$ cat src/sv/pgtq_pkg.sv
`timescale 1ns / 1ps
// ============================================================================
// pgtq_pkg
// Shared types and constants of the particle/grid transfer block.
// ============================================================================
package pgtq_pkg;

    localparam int CNT_W     = 6;        // 4x4x4 stencil cell counter
    localparam int W_W       = 16;       // Q0.16 weights and kernel values
    localparam int MASS_W    = 48;
    localparam int MOM_W     = 64;
    localparam int QV_W      = 48;       // cell velocity magnitude
    localparam logic [QV_W-1:0] VEL_CAP = 48'h8000_0000_0000;

    typedef enum logic [4:0] {
        ST_CLEAR,
        ST_IDLE,
        ST_MUL,
        ST_AXIS,
        ST_KERN,
        ST_WGT1,
        ST_WGT2,
        ST_TEST,
        ST_SMUL1,
        ST_SMUL2,
        ST_WRITE,
        ST_QCHK,
        ST_DIV,
        ST_QMUL,
        ST_QACC,
        ST_NEXT,
        ST_DONE
    } state_t;

    typedef struct packed {
        logic load;
        logic axis_mul;
        logic axis_fin;
        logic kern;
        logic wgt1;
        logic wgt2;
        logic mem_rd;
        logic flag_out;
        logic splat_mul1;
        logic splat_mul2;
        logic mem_wr;
        logic div_start;
        logic query_mul;
        logic query_acc;
        logic cell_next;
        logic out_load;
        logic clear_wr;
    } cmd_t;

    typedef struct packed {
        logic is_query;
        logic below_thr;
        logic cell_out;
        logic mass_zero;
        logic div_done;
        logic last_cell;
        logic clear_last;
        logic out_busy;
    } status_t;

endpackage

$ cat src/sv/pgtq_ctrl.sv
`timescale 1ns / 1ps
// ============================================================================
// pgtq_ctrl
// Sequencer: clearing sweep, per-item setup and the 64-cell stencil walk.
// ============================================================================
module pgtq_ctrl
(
    input  logic                clk,
    input  logic                rst_n,
    input  logic                in_valid,
    output logic                in_ready,
    input  pgtq_pkg::status_t   status,
    output pgtq_pkg::cmd_t      cmd
);

    pgtq_pkg::state_t state_reg;
    pgtq_pkg::state_t state_next;

    always_ff @(posedge clk or negedge rst_n)
    begin
        if (!rst_n)
            state_reg <= pgtq_pkg::ST_CLEAR;
        else
            state_reg <= state_next;
    end

    always_comb
    begin
        state_next = state_reg;
        unique case (state_reg)
            pgtq_pkg::ST_CLEAR: if (status.clear_last) state_next = pgtq_pkg::ST_IDLE;
            pgtq_pkg::ST_IDLE:  if (in_valid) state_next = pgtq_pkg::ST_MUL;
            pgtq_pkg::ST_MUL:   state_next = pgtq_pkg::ST_AXIS;
            pgtq_pkg::ST_AXIS:  state_next = pgtq_pkg::ST_KERN;
            pgtq_pkg::ST_KERN:  state_next = pgtq_pkg::ST_WGT1;
            pgtq_pkg::ST_WGT1:  state_next = pgtq_pkg::ST_WGT2;
            pgtq_pkg::ST_WGT2:  state_next = pgtq_pkg::ST_TEST;
            pgtq_pkg::ST_TEST:
            begin
                priority if (!status.is_query && status.below_thr)
                    state_next = pgtq_pkg::ST_NEXT;
                else if (status.cell_out)
                    state_next = pgtq_pkg::ST_NEXT;
                else if (status.is_query)
                    state_next = pgtq_pkg::ST_QCHK;
                else
                    state_next = pgtq_pkg::ST_SMUL1;
            end
            pgtq_pkg::ST_SMUL1: state_next = pgtq_pkg::ST_SMUL2;
            pgtq_pkg::ST_SMUL2: state_next = pgtq_pkg::ST_WRITE;
            pgtq_pkg::ST_WRITE: state_next = pgtq_pkg::ST_NEXT;
            pgtq_pkg::ST_QCHK:
                state_next = status.mass_zero ? pgtq_pkg::ST_NEXT : pgtq_pkg::ST_DIV;
            pgtq_pkg::ST_DIV:   if (status.div_done) state_next = pgtq_pkg::ST_QMUL;
            pgtq_pkg::ST_QMUL:  state_next = pgtq_pkg::ST_QACC;
            pgtq_pkg::ST_QACC:  state_next = pgtq_pkg::ST_NEXT;
            pgtq_pkg::ST_NEXT:
                state_next = status.last_cell ? pgtq_pkg::ST_DONE : pgtq_pkg::ST_KERN;
            pgtq_pkg::ST_DONE:
                if (!status.is_query || !status.out_busy) state_next = pgtq_pkg::ST_IDLE;
            default: state_next = pgtq_pkg::ST_IDLE;
        endcase
    end

    always_comb
    begin
        cmd      = '0;
        in_ready = 1'b0;
        unique case (state_reg)
            pgtq_pkg::ST_CLEAR: cmd.clear_wr = 1'b1;
            pgtq_pkg::ST_IDLE:
            begin
                in_ready = 1'b1;
                cmd.load = in_valid;
            end
            pgtq_pkg::ST_MUL:   cmd.axis_mul = 1'b1;
            pgtq_pkg::ST_AXIS:  cmd.axis_fin = 1'b1;
            pgtq_pkg::ST_KERN:  cmd.kern = 1'b1;
            pgtq_pkg::ST_WGT1:  cmd.wgt1 = 1'b1;
            pgtq_pkg::ST_WGT2:  cmd.wgt2 = 1'b1;
            pgtq_pkg::ST_TEST:
            begin
                cmd.mem_rd   = 1'b1;
                cmd.flag_out = status.is_query && status.cell_out;
            end
            pgtq_pkg::ST_SMUL1: cmd.splat_mul1 = 1'b1;
            pgtq_pkg::ST_SMUL2: cmd.splat_mul2 = 1'b1;
            pgtq_pkg::ST_WRITE: cmd.mem_wr = 1'b1;
            pgtq_pkg::ST_QCHK:  cmd.div_start = !status.mass_zero;
            pgtq_pkg::ST_DIV:   cmd = '0;
            pgtq_pkg::ST_QMUL:  cmd.query_mul = 1'b1;
            pgtq_pkg::ST_QACC:  cmd.query_acc = 1'b1;
            pgtq_pkg::ST_NEXT:  cmd.cell_next = !status.last_cell;
            pgtq_pkg::ST_DONE:  cmd.out_load = status.is_query && !status.out_busy;
            default: cmd = '0;
        endcase
    end

endmodule

$ cat config.mk
export PLATFORM = sky130hd
export DESIGN_NAME = pgtq_ctrl
export DESIGN_NICKNAME = d
export VERILOG_FILES = /design/src/sv/pgtq_pkg.sv /design/src/sv/pgtq_ctrl.sv
export SDC_FILE = /design/constraint.sdc
export NUM_CORES = 1
export LEC_CHECK = 0
export BUFFER_PORTS_ARGS = -buffer_cell sky130_fd_sc_hd__buf_4
export CAP_MARGIN = 40
export CORE_ASPECT_RATIO = 1.2
export CORE_MARGIN = 4
export CORE_UTILIZATION = 25
export DETAILED_ROUTE_END_ITERATION = 12
export MAX_ROUTING_LAYER = met4
export SLEW_MARGIN = 20
export SYNTH_ARGS = -nofsm -noshare
export SYNTH_HDL_FRONTEND = slang
export SYNTH_SLANG_ARGS = --single-unit
$ cat constraint.sdc
create_clock -name clk -period 2.2 [get_ports clk]
set_clock_uncertainty 0.15 [all_clocks]
set_input_delay 0.33 -clock clk [delete_from_list [all_inputs] [get_ports clk]]
set_output_delay 0.33 -clock clk [all_outputs]
set_load 0.02 [all_outputs]
Yosys cells after proc, flatten, opt, wreduce, memory -nomap -nowiden

Index checks and enable logic that the tools add are counted.

Register bits: 5
Latch bits: 0
Memory bits (writable): 0
Bits in read-only memories: 0
Input bits: 11
Output and inout port bits: 18
Word-level logic and storage cells: 59
Memories: 0

Add/sub/neg operators: 0
$mul: 0
Div/mod/pow operators: 0
Magnitude comparators: 0
Equality and inequality tests: 20
Shift operators: 0
Muxes and demuxes: 27
Bitwise logic cells: 0
Reductions and logical operators: 11

Operators by type and width:

| operator                                             | number |
|---|---|
| case mux 5 bit (16 select lines)                     | 1 |
| equality test 5 x 4 -> 1 bit (second input constant) | 8 |
| two-way mux 5 bit                                    | 5 |
| equality test 5 x 3 -> 1 bit (second input constant) | 4 |
| two-way mux 1 bit                                    | 16 |
| equality test 5 x 2 -> 1 bit (second input constant) | 2 |
| inequality test 2 bit (second input constant)        | 4 |
| two-way mux 2 bit                                    | 3 |
| two-way mux 3 bit                                    | 2 |
| equality test 5 x 1 -> 1 bit (second input constant) | 1 |
| equality test 5 bit (second input constant)          | 1 |
| logical NOT 5 bit                                    | 1 |
| logical NOT 1 bit                                    | 4 |
| AND reduction 4 bit                                  | 1 |
| logical AND 1 bit                                    | 3 |
| OR reduction 2 bit                                   | 1 |
| logical OR 1 bit                                     | 1 |

Longest topological paths before layout

Gate-level depths: netlist (run 1).

Depth after elaboration: 4
Gate-level depth with buffers: 5
Depth with buffers taken out: 4

Worst setup path before layout (run 1)

No wires, ideal clock.

Path kind: register -> output
Start point: reg state_reg[3]
End point: out cmd[16] in the netlist's numbering
Arrival time: 1.493 ns
Data required time: 1.720 ns
Path slack: 0.227 ns
Cell stages (with the launch flop): 5
Buffers on the path: 1
Cells stage by stage: dfrtp_1 -> buf_6 -> or3_4 -> nor2_1 -> and2_1

RTL lines:

| item                     | line            | text |
|---|---|---|
| start: declaration       | pgtq_ctrl.sv:16 | `pgtq_pkg::state_t state_reg;` |
| start signal: assignment | pgtq_ctrl.sv:22 | `state_reg <= pgtq_pkg::ST_CLEAR;` |
| start signal: assignment | pgtq_ctrl.sv:24 | `state_reg <= state_next;` |
| end: declaration         | pgtq_ctrl.sv:13 | `output pgtq_pkg::cmd_t cmd` |

==> results_dict.tcl, run 1 <==
set metrics [dict create \
    drt_wl_total_um 1480 \
    residual_antenna_violating_net_count_after_detailed_routing 0 \
    worstPathCellList "or3b_2, nor3_1, buf_4" \
    critical-path-slowest-cell "or3b_2" \
    timing.critical_path.buf_inv 1 \
    syn-cell-area_sq_um 514 \
    drtIter0Drc 5 \
    grt_usage_pct 11.5 \
    num_vias 577 \
    dieWidth_um 49.4 \
    most_common_flop_cell_mapped_by_yosys "dfrtp_1" \
    finish.net_count 107 \
    cts_tree "yes" \
    power_leakage_nw 0.360 \
    yosysTopAreaCell "dfrtp_1" \
    design.core.area_sq_um 1890 \
    initial_antenna_violation_count 0 \
    cell_area_after_placement_sq_um 727 \
    first_global_vias 539 \
    drt_drc_violations_left 0 \
    worst-r2r-cell-count 4 \
    nature_of_the_critical_path_startpoint "flop" \
    worst_hold_slack_ns 0.169 \
    globalplace.congestion 0.728 \
    setup_violations 0 \
    synth_commonest_cells "13 x nor2_1, 6 x nand2_1, 6 x nor3_1" \
    startpoint "state_reg[3]" \
    io-pin-count 29 \
    overflow 0 \
    timing.critical_path.depth 3 \
    pwr_density_cell_nw_per_um2 1360 \
    leading_cell_types_by_total_area_after_synthesis "dfrtp_1 24%, nor2_1 9.5%, nor3_1 5.8%" \
    clock_latency_ns 0.26 \
    die_area_sq_um 2850 \
    rsz0062_at_grt "false" \
    timing.setup.critical_path_class "flop to primary output" \
    numCtsBuffers 3 \
    grt_first_pass_wirelength_um 2450 \
    synthToLayoutAreaGrowth_pct 48.7 \
    numClockSinks 5 \
    post-place-ws_ns 0.367 \
    avgSynthCellArea_sq_um 7.91 \
    netlist.area_leader.share_pct 24.3 \
    fin_ws_ns 0.122 \
    worst-r2r-setup-slack_ns 0.45 \
    setup.worst_path.end_class "primary output" \
    rr_endpoint "state_reg[0]" \
    post_synth_inst_count 65 \
    fin_util_pct 40.4 \
    fp.dieH_um 57.7 \
    synth_enable_flop_cells 0 \
    worst-slew-pin-transition_ns 0.396 \
    drt-wirelength-per-cell_um 13.0 \
    clkSlewWorstSetupHoldPaths_ns 0.05 \
    max-cap-violations 0 \
    largest_net_degree_at_the_start_of_global_routing 14 \
    vias_per_cell 5.06 \
    worst_path_largest_cell_delay_ns 0.54 \
    ys_warn_count 0 \
    number_of_distinct_standard_cells_referenced_by_the_synthesized_netlist 34 \
    synth.most_common_cell "nor2_1" \
    number_of_diodes 0 \
    regToRegStartpoint "state_reg[0]" \
    cts.path.max_buffers 2 \
    layout_min_cycle_time_ns 2.08 \
    flip_flop_count_of_the_largest_register_all_copies_and_words_added 5 \
    drtPass1Iterations 4 \
    peakVddDrop_v 0.000592 \
    holdCritPathClass "input port to flop" \
    layout_fillers 195 \
    hold_viol_final 0 \
    tns_ns 0 \
    async_flop_share_pct 100 \
    dpl.hpwl_um 1210 \
    drive_gt1_share_pct 42.1 \
    result_of_the_run "completed" \
    starting_density_of_the_core_pct 27.2 \
    critical_path_required_ns 1.72 \
    synth.yosys.seq_area_share_pct 24.3 \
    finish.instance_area_sq_um 764 \
    final-max-slew-violation-count 0 \
    max_freq_mhz 481 \
    worst_setup_path_endpoint "cmd[8]" \
    placement.io_buffers 28 \
    worst-path-max-fanout 7 \
    maxSlewHeadroom_pct 73.6 \
    num_rows 17 \
    synth.ff_latch_count 5 \
    critical-path-top-delay-family "simple AND/OR/NAND/NOR gates" \
    cp_data_arrival_time_ns 1.60 \
    cts_root_buf "clkbuf_4" \
    min_period_over_period_pct 94.5 \
    h-tree-depth 1 \
    postSynthNetCount 76 \
]
==> cell type report <==
cell class                      instances  area (sq um)  area share [%]
Multi-Input combinational cell         54           349            45.7
Timing Repair Buffer                   31           235            30.8
Sequential cell                         5           126            16.5
Clock buffer                            4          26.3            3.44
Tap cell                               19          23.8            3.11
Inverter                                1          3.75           0.491
==> tightest hold or removal path, cell delays in order <==
cell,delay [ns]
buf_4,0.09
nand2_1,0.05
nand2_1,0.06
==> kinds of logic (layout without fill, tap and decap cells) <==
group / count (synthesis) / after routing / share of synthesized area [%]
buffers and inverters: 6 / 36 / 7.79
AND/OR/NAND/NOR: 43 / 43 / 45.7
multiplexers: 2 / 2 / 4.14
XOR/XNOR: 1 / 1 / 1.70
flip-flops: 5 / 5 / 24.3
AO/OA/AOI/OAI: 8 / 8 / 16.3
==> through the flow <==
stage          total power [W]  std cells
3_3_place_gp          0.000918        109
3_5_place_dp          0.000932        109
6_report               0.00104        114
2_1_floorplan         0.000744         65
4_1_cts                0.00105        114
5_1_grt                0.00113        114
==> report_power, final <==
group,internal [W],switching [W],total [W],leakage [nW]
sequential,0.000138,0.000109,0.000247,0.0592
combinational,0.000316,0.000364,0.000680,0.285
clock,0.0000689,0.0000438,0.000113,0.0150
==> worst min-delay path by stage <==
stage                    to  slack [ns]  cells after the start       from
2_1_floorplan  state_reg[0]       -0.12                      0      rst_n
3_3_place_gp   state_reg[2]       -0.01                      1      rst_n
6_report       state_reg[4]        0.17                      3  status[2]
3_5_place_dp   state_reg[2]       -0.01                      1      rst_n
5_1_grt        state_reg[4]        0.18                      3  status[2]
4_1_cts        state_reg[4]        0.18                      3  status[2]
==> layer usage <==
metal	vias up	wire length, um	global-route usage, %
li1	292	-	-
met1	259	570	12.2
met2	23	749	18.2
met3	3	129	2.57
met4	0	34	9.49
met5	-	0	-
==> what timing repair did <==
action	CTS	global route
resized for setup	0	1
hold endpoints to repair	5	0
setup buffers	0	0
setup endpoints to repair	0	1
hold buffers	1	0
==> placed cells by master (no fill, tap or decap), types with 2 or more instances in the layout <==
cell type,instances
buf_4,30
nor2_1,13
nand2_1,6
nor3_1,6
dfrtp_1,4
clkbuf_4,3
nand2b_1,2
nor3b_1,2
a22oi_1,2
or3_1,2
Power figures use the tool's default switching activity.
==> run 2: changes to the inputs <==
--- a/config.mk
+++ b/config.mk
@@ -5,10 +5,11 @@
 export SDC_FILE = /design/constraint.sdc
 export NUM_CORES = 1
 export LEC_CHECK = 0
+export ABC_AREA = 1
 export BUFFER_PORTS_ARGS = -buffer_cell sky130_fd_sc_hd__buf_4
 export CAP_MARGIN = 40
 export CORE_ASPECT_RATIO = 1.2
-export CORE_MARGIN = 4
+export CORE_MARGIN = 2
 export CORE_UTILIZATION = 25
 export DETAILED_ROUTE_END_ITERATION = 12
 export MAX_ROUTING_LAYER = met4
==> run 2 against run 1 <==
  * Sequential power fell by 26%
  * Core utilization rose by 0.93 points
  * Fmax up 8.3%
  * Routed wire length down 5.3%
  * Critical endpoint is now cmd[2]
  * Largest power group unchanged
  * Highest routed layer is now met3
==> results_dict.tcl, run 2 <==
set metrics [dict create \
    result_of_the_run "completed" \
    worst-slew-pin-transition_ns 0.241 \
    setup.worst_path.end_class "primary output" \
    setup_violations 0 \
    min_period_over_period_pct 87.2 \
    yosysTopAreaCell "dfrtp_1" \
    hold_critical_path_endpoint "state_reg[4]" \
    synth_enable_flop_cells 0 \
    fp.dieH_um 53.1 \
    pwr_density_cell_nw_per_um2 1250 \
    clock_latency_ns 0.23 \
    post_cts.repair.setup_buffers 0 \
    synthToLayoutAreaGrowth_pct 53.7 \
    io-pin-count 29 \
    first_global_vias 568 \
    h-tree-depth 1 \
    tns_ns 0 \
    worst-r2r-setup-slack_ns 0.75 \
    num_rows 17 \
    power_switching_w 0.000520 \
    dieWidth_um 44.9 \
    postSynthNetCount 104 \
    worst-path-max-fanout 5 \
    numCtsBuffers 3 \
    die_area_sq_um 2390 \
    cts_root_buf "clkbuf_4" \
    flip_flop_count_of_the_largest_register_all_copies_and_words_added 5 \
    cts_tree "yes" \
    overflow 0 \
    cts.path.max_buffers 2 \
    netlist.area_leader.share_pct 24.9 \
    layout.cells.most_common_list "28 x buf_4, 23 x nand2_1, 20 x inv_1, 20 x nor2_1, 8 x nand3_1" \
    synth_commonest_cells "23 x nand2_1, 20 x inv_1, 20 x nor2_1" \
    avgSynthCellArea_sq_um 5.41 \
    maxSlewHeadroom_pct 83.8 \
    leading_cell_types_by_total_area_after_synthesis "dfrtp_1 25%, nand2_1 17%, inv_1 15%" \
    globalplace.congestion 0.884 \
    critical_path_required_ns 1.72 \
    grt_first_pass_wirelength_um 2210 \
    clkSlewWorstSetupHoldPaths_ns 0.04 \
    numClockSinks 5 \
    async_flop_share_pct 100 \
    cts_resized 0 \
    synth.ff_latch_count 5 \
    layout_cells_excl_fill 145 \
    placement.io_buffers 28 \
    layout_commonest_cell "buf_4" \
    layout_fillers 217 \
    max_freq_mhz 521 \
    design.core.area_sq_um 1870 \
    most_common_flop_cell_mapped_by_yosys "dfrtp_1" \
    residual_antenna_violating_net_count_after_detailed_routing 0 \
    power.share.clock_pct 10.5 \
    min_from "status[2]" \
    vias_per_cell 4.46 \
    drtPass1Iterations 4 \
    hold-path-cell-count 3 \
    worst-r2r-cell-count 9 \
    initial_antenna_violation_count 0 \
    power_leakage_nw 0.477 \
    post_synth_inst_count 93 \
    regToRegStartpoint "state_reg[4]" \
    finish.net_count 138 \
    final-max-slew-violation-count 0 \
    synth.most_common_cell "nand2_1" \
    cellInternalPower_w 0.000446 \
    ys_warn_count 0 \
    syn-cell-area_sq_um 503 \
    largest_net_degree_at_the_start_of_global_routing 7 \
    max-cap-violations 0 \
    holdCritPathClass "input port to flop" \
    dpl.hpwl_um 1230 \
    drt_wl_total_um 1400 \
    rsz0062_at_grt "false" \
    timing.setup.critical_path_class "flop to primary output" \
    numPlacedInstances 140 \
    drt_drc_violations_left 0 \
    starting_density_of_the_core_pct 26.9 \
    sequentialPowerShare_pct 18.8 \
    synth.yosys.seq_area_share_pct 24.9 \
    number_of_distinct_standard_cells_referenced_by_the_synthesized_netlist 15 \
    hold_viol_final 0 \
    nature_of_the_critical_path_startpoint "flop" \
    rr_endpoint "state_reg[0]" \
    layout_min_cycle_time_ns 1.92 \
    number_of_diodes 0 \
    grt_usage_pct 12.8 \
    postCtsHoldBufs 1 \
    num_vias 647 \
    power.share.combinational_pct 70.7 \
    drt-wirelength-per-cell_um 9.68 \
    drtIter0Drc 5 \
    cp_data_arrival_time_ns 1.44 \
    peakVddDrop_v 0.000509 \
    drive_gt1_share_pct 30.2 \
    switching_share_pct 53.8 \
]
-- run 2: cell types whose count changed in the layout (fill, tap and decap cells not counted), sizes merged, moves of 2 or more --
cell / delta
inv: +20
nand2: +19
nor2: +10
nand3: +7
nor3: -4
or3: -3
or3b: -3
a22oi: -2
buf: -2
nand2b: -2
nor3b: -2
nor4: +2
-- run 2: per-stage QoR --
stage / power, W / hold slack (ns) / util, % / setup WS, ns / cell area (sq um)
after global placement: 0.000878 / -0.0160 / 39.4 / 0.578 / 737
after floorplan: 0.000649 / -0.116 / - / 0.404 / 503
after detailed placement: 0.000871 / -0.0162 / 39.4 / 0.547 / 737
after global routing: 0.00109 / 0.190 / 41.3 / 0.133 / 773
final: 0.000966 / 0.168 / 41.3 / 0.281 / 773
after CTS: 0.000978 / 0.168 / 41.3 / 0.288 / 773
-- run 2: worst max-delay path by stage --
| stage | from | to | cells after the start |
|---|---|---|---|
| 2_1_floorplan | state_reg[0] | cmd[1] | 3 |
| 3_3_place_gp | state_reg[4] | cmd[2] | 8 |
| 3_5_place_dp | state_reg[4] | cmd[2] | 8 |
| 4_1_cts | state_reg[4] | cmd[2] | 8 |
| 5_1_grt | state_reg[4] | cmd[2] | 8 |
| 6_report | state_reg[4] | cmd[2] | 8 |
-- run 2: kinds of logic after synthesis --
family	Yosys count	share of synthesized area [%]
buf+inv	21	15.7
simple gates	62	53.2
compound gates	5	6.22
flops	5	24.9
-- run 2: power by group through the flow --
| stage | logic [W] | registers, W | clock network [W] |
|---|---|---|---|
| finish | 0.000683 | 0.000182 | 0.000101 |
| global route | 0.000783 | 0.000189 | 0.000115 |
| CTS | 0.000692 | 0.000181 | 0.000105 |
| detailed placement | 0.000689 | 0.000182 | 0 |
| global placement | 0.000695 | 0.000183 | 0 |
| floorplan | 0.000476 | 0.000174 | 0 |
-- run 2: area by class of cell --
| class | instances | area, sq um | area share [%] |
|---|---|---|---|
| Inverter | 21 | 78.8 | 10.2 |
| Multi-Input combinational cell | 67 | 299 | 38.7 |
| Sequential cell | 5 | 125 | 16.2 |
| Tap cell | 19 | 23.8 | 3.07 |
| Clock buffer | 4 | 26.3 | 3.40 |
| Timing Repair Buffer | 29 | 220 | 28.5 |
-- run 2: routing by layer --
| layer | global-route usage [%] | up-vias | routed length (um) |
|---|---|---|---|
| met3 | 2.39 | 0 | 71 |
| met4 | 4.41 | 0 | 0 |
| met2 | 21.4 | 13 | 730 |
| met1 | 15.1 | 283 | 602 |
| met5 | - | - | 0 |
| li1 | - | 351 | - |
-- run 2: worst max-delay path, cell delays in order, from the launching register on --
cell and delay, ns:
dfrtp_1 0.42, inv_2 0.11, nand2_1 0.07, inv_1 0.11
nand2_1 0.10, nor2_1 0.13, nand2_1 0.08, inv_1 0.06
buf_4 0.13
==> run 3: changes to the inputs <==
--- a/config.mk
+++ b/config.mk
@@ -5,11 +5,9 @@
 export SDC_FILE = /design/constraint.sdc
 export NUM_CORES = 1
 export LEC_CHECK = 0
-export ABC_AREA = 1
 export BUFFER_PORTS_ARGS = -buffer_cell sky130_fd_sc_hd__buf_4
 export CAP_MARGIN = 40
 export CORE_ASPECT_RATIO = 1.2
-export CORE_MARGIN = 2
 export CORE_UTILIZATION = 25
 export DETAILED_ROUTE_END_ITERATION = 12
 export MAX_ROUTING_LAYER = met4
@@ -17,3 +15,4 @@
 export SYNTH_ARGS = -nofsm -noshare
 export SYNTH_HDL_FRONTEND = slang
 export SYNTH_SLANG_ARGS = --single-unit
+export TNS_END_PERCENT = 10
==> run 3 against run 2 <==
  * The flow now finishes with violations (design-rule violations)
  * Fmax fell by 8.4%
  * Critical path depth fell by 4
  * Count of clock-buffer cells in the layout is the same
  * Sequential share of layout area grew 0.51 points
  * Total power grew 4.6%
  * Core utilization decreased by 1.3 points
  * First-iteration DRC count grew to 2.6 times the previous value
  * Clock power about the same
  * Global-route usage grew 0.52 points
  * Register-to-register slack worse by 0.32 ns
  * Largest cell class unchanged
  * Largest power group unchanged
  * Highest routed layer unchanged
==> results_dict.tcl, run 3 (synthesis results as in run 1) <==
set metrics [dict create \
    result_of_the_run "finished with violations" \
    violated_checks "design-rule violations" \
    numPlacedInstances 108 \
    layout_fillers 210 \
    routed.top_layer "met3" \
    power_leakage_nw 0.355 \
    drt_wl_total_um 1300 \
    finish.instance_area_sq_um 757 \
    starting_density_of_the_core_pct 27.2 \
    cts_tree "yes" \
    clkSlewWorstSetupHoldPaths_ns 0.04 \
    io-pin-count 29 \
    drive_gt1_share_pct 41.5 \
    finish.net_count 106 \
    worstPathCellList "or3b_4, nor2_2, and3_1, buf_4" \
    hold-path-cell-count 3 \
    post-place-ws_ns 0.376 \
    globalplace.congestion 0.753 \
    tns_ns 0 \
    fin_ws_ns 0.105 \
    number_of_diodes 0 \
    max_freq_mhz 477 \
    cell_area_after_placement_sq_um 719 \
    drt_drc_violations_left 4 \
    dieWidth_um 43.4 \
    die_area_sq_um 2240 \
    drtIter0Drc 13 \
    setup_violations 0 \
    max-cap-violations 0 \
    overflow 0 \
    synthToLayoutAreaGrowth_pct 47.2 \
    vias_per_cell 5.12 \
    setup.worst_path.end_class "primary output" \
    drt-wirelength-per-cell_um 11.5 \
    regToRegStartpoint "state_reg[0]" \
    fin_util_pct 40.0 \
    rsz0062_at_grt "false" \
    worst-r2r-setup-slack_ns 0.43 \
    critical_path_required_ns 1.72 \
    cp_data_arrival_time_ns 1.61 \
    pwr_density_cell_nw_per_um2 1330 \
    holdCritPathClass "input port to flop" \
    nature_of_the_critical_path_startpoint "flop" \
    layout.cells.most_common_list "29 x buf_4, 13 x nor2_1, 6 x nand2_1, 6 x nor3_1, 4 x dfrtp_1" \
    wirelength_met1_um 580 \
    worst-slew-pin-transition_ns 0.429 \
    drtPass1Iterations 8 \
    post_cts.repair.setup_buffers 0 \
    cts.path.max_buffers 2 \
    rr_endpoint "state_reg[0]" \
    fp.dieH_um 51.7 \
    numClockSinks 5 \
    hold_viol_final 0 \
    min_period_over_period_pct 95.2 \
    worst-r2r-cell-count 4 \
    wl_met3_um 86 \
    residual_antenna_violating_net_count_after_detailed_routing 0 \
    maxSlewHeadroom_pct 71.4 \
    cts_root_buf "clkbuf_4" \
    initial_antenna_violation_count 0 \
    critical-path-slowest-cell "dfrtp_1" \
    peakVddDrop_v 0.000538 \
    grt_usage_pct 13.3 \
    num_rows 17 \
    final-max-slew-violation-count 0 \
    clock_latency_ns 0.24 \
    timing.setup.critical_path_class "flop to primary output" \
    worst-path-max-fanout 10 \
    layout_commonest_cell "buf_4" \
    numCtsBuffers 3 \
    first_global_vias 496 \
    worst_path_largest_cell_delay_ns 0.48 \
    flip_flop_count_of_the_largest_register_all_copies_and_words_added 5 \
    routed-wl-met2_um 629 \
    startpoint "state_reg[1]" \
    num_vias 578 \
    layout_min_cycle_time_ns 2.09 \
    layout_cells_excl_fill 113 \
    largest_net_degree_at_the_start_of_global_routing 14 \
    design.core.area_sq_um 1890 \
    grt_first_pass_wirelength_um 2170 \
    placement.io_buffers 28 \
    h-tree-depth 1 \
    worst_setup_path_endpoint "cmd[9]" \
    dpl.hpwl_um 1010 \
]
run 3: cell types whose count changed in the layout (fill, tap and decap cells not counted), moves of 2 or more:
cell | before | now
a22oi_1 | 0 | 2
nand3_1 | 8 | 1
nand2b_1 | 0 | 2
inv_1 | 20 | 1
nor2_2 | 4 | 1
nor4_1 | 2 | 0
nand2_1 | 23 | 6
nand2_2 | 2 | 0
nor3_1 | 2 | 6
nor3b_1 | 0 | 2
or3_1 | 0 | 2
nor2_1 | 20 | 13
run 3: critical path: cells and delay by family, from the launching register on:
family | cells | cell delay, ns
simple gates | 3 | 0.76
buf+inv | 1 | 0.13
flops | 1 | 0.48
run 3: routing by layer:
| layer | GRT usage (%) | vias to the layer above |
|---|---|---|
| met5 | - | - |
| met4 | 6.25 | 0 |
| met3 | 3.13 | 0 |
| met2 | 19.7 | 24 |
| met1 | 17.1 | 268 |
| li1 | - | 286 |
run 3: stage by stage:
step / total power [W] / hold slack (ns)
final: 0.00101 / 0.192
after global routing: 0.00111 / 0.190
after CTS: 0.00101 / 0.184
after detailed placement: 0.000905 / -0.0167
after global placement: 0.000904 / -0.0164
after floorplan: 0.000744 / -0.116
run 3: layout make-up:
class | instances | area, sq um | share of cell area [%]
clock buffers | 4 | 26.3 | 3.47
well taps | 19 | 23.8 | 3.14
inverters | 1 | 3.75 | 0.496
multi-input cells | 54 | 349 | 46.1
flip-flops and latches | 5 | 126 | 16.7
repair buffers | 30 | 228 | 30.1
run 3: what timing repair did:
| item | 4_1_cts | 5_1_grt |
|---|---|---|
| hold endpoints to repair | 5 | 0 |
| hold buffers | 1 | 0 |
| setup endpoints to repair | 0 | 1 |
| resized for setup | 0 | 1 |
run 3: how the worst min path moves through the flow:
stage,startpoint,end,slack (ns)
global route,status[2],state_reg[4],0.19
global placement,rst_n,state_reg[0],-0.02
CTS,status[2],state_reg[4],0.18
floorplan,rst_n,state_reg[0],-0.12
finish,status[2],state_reg[4],0.19
detailed placement,rst_n,state_reg[0],-0.02
run 3: power by group:
| group | internal (W) | switching (W) |
|---|---|---|
| logic | 0.000305 | 0.000346 |
| clock network | 0.0000685 | 0.0000359 |
| registers | 0.000137 | 0.000118 |
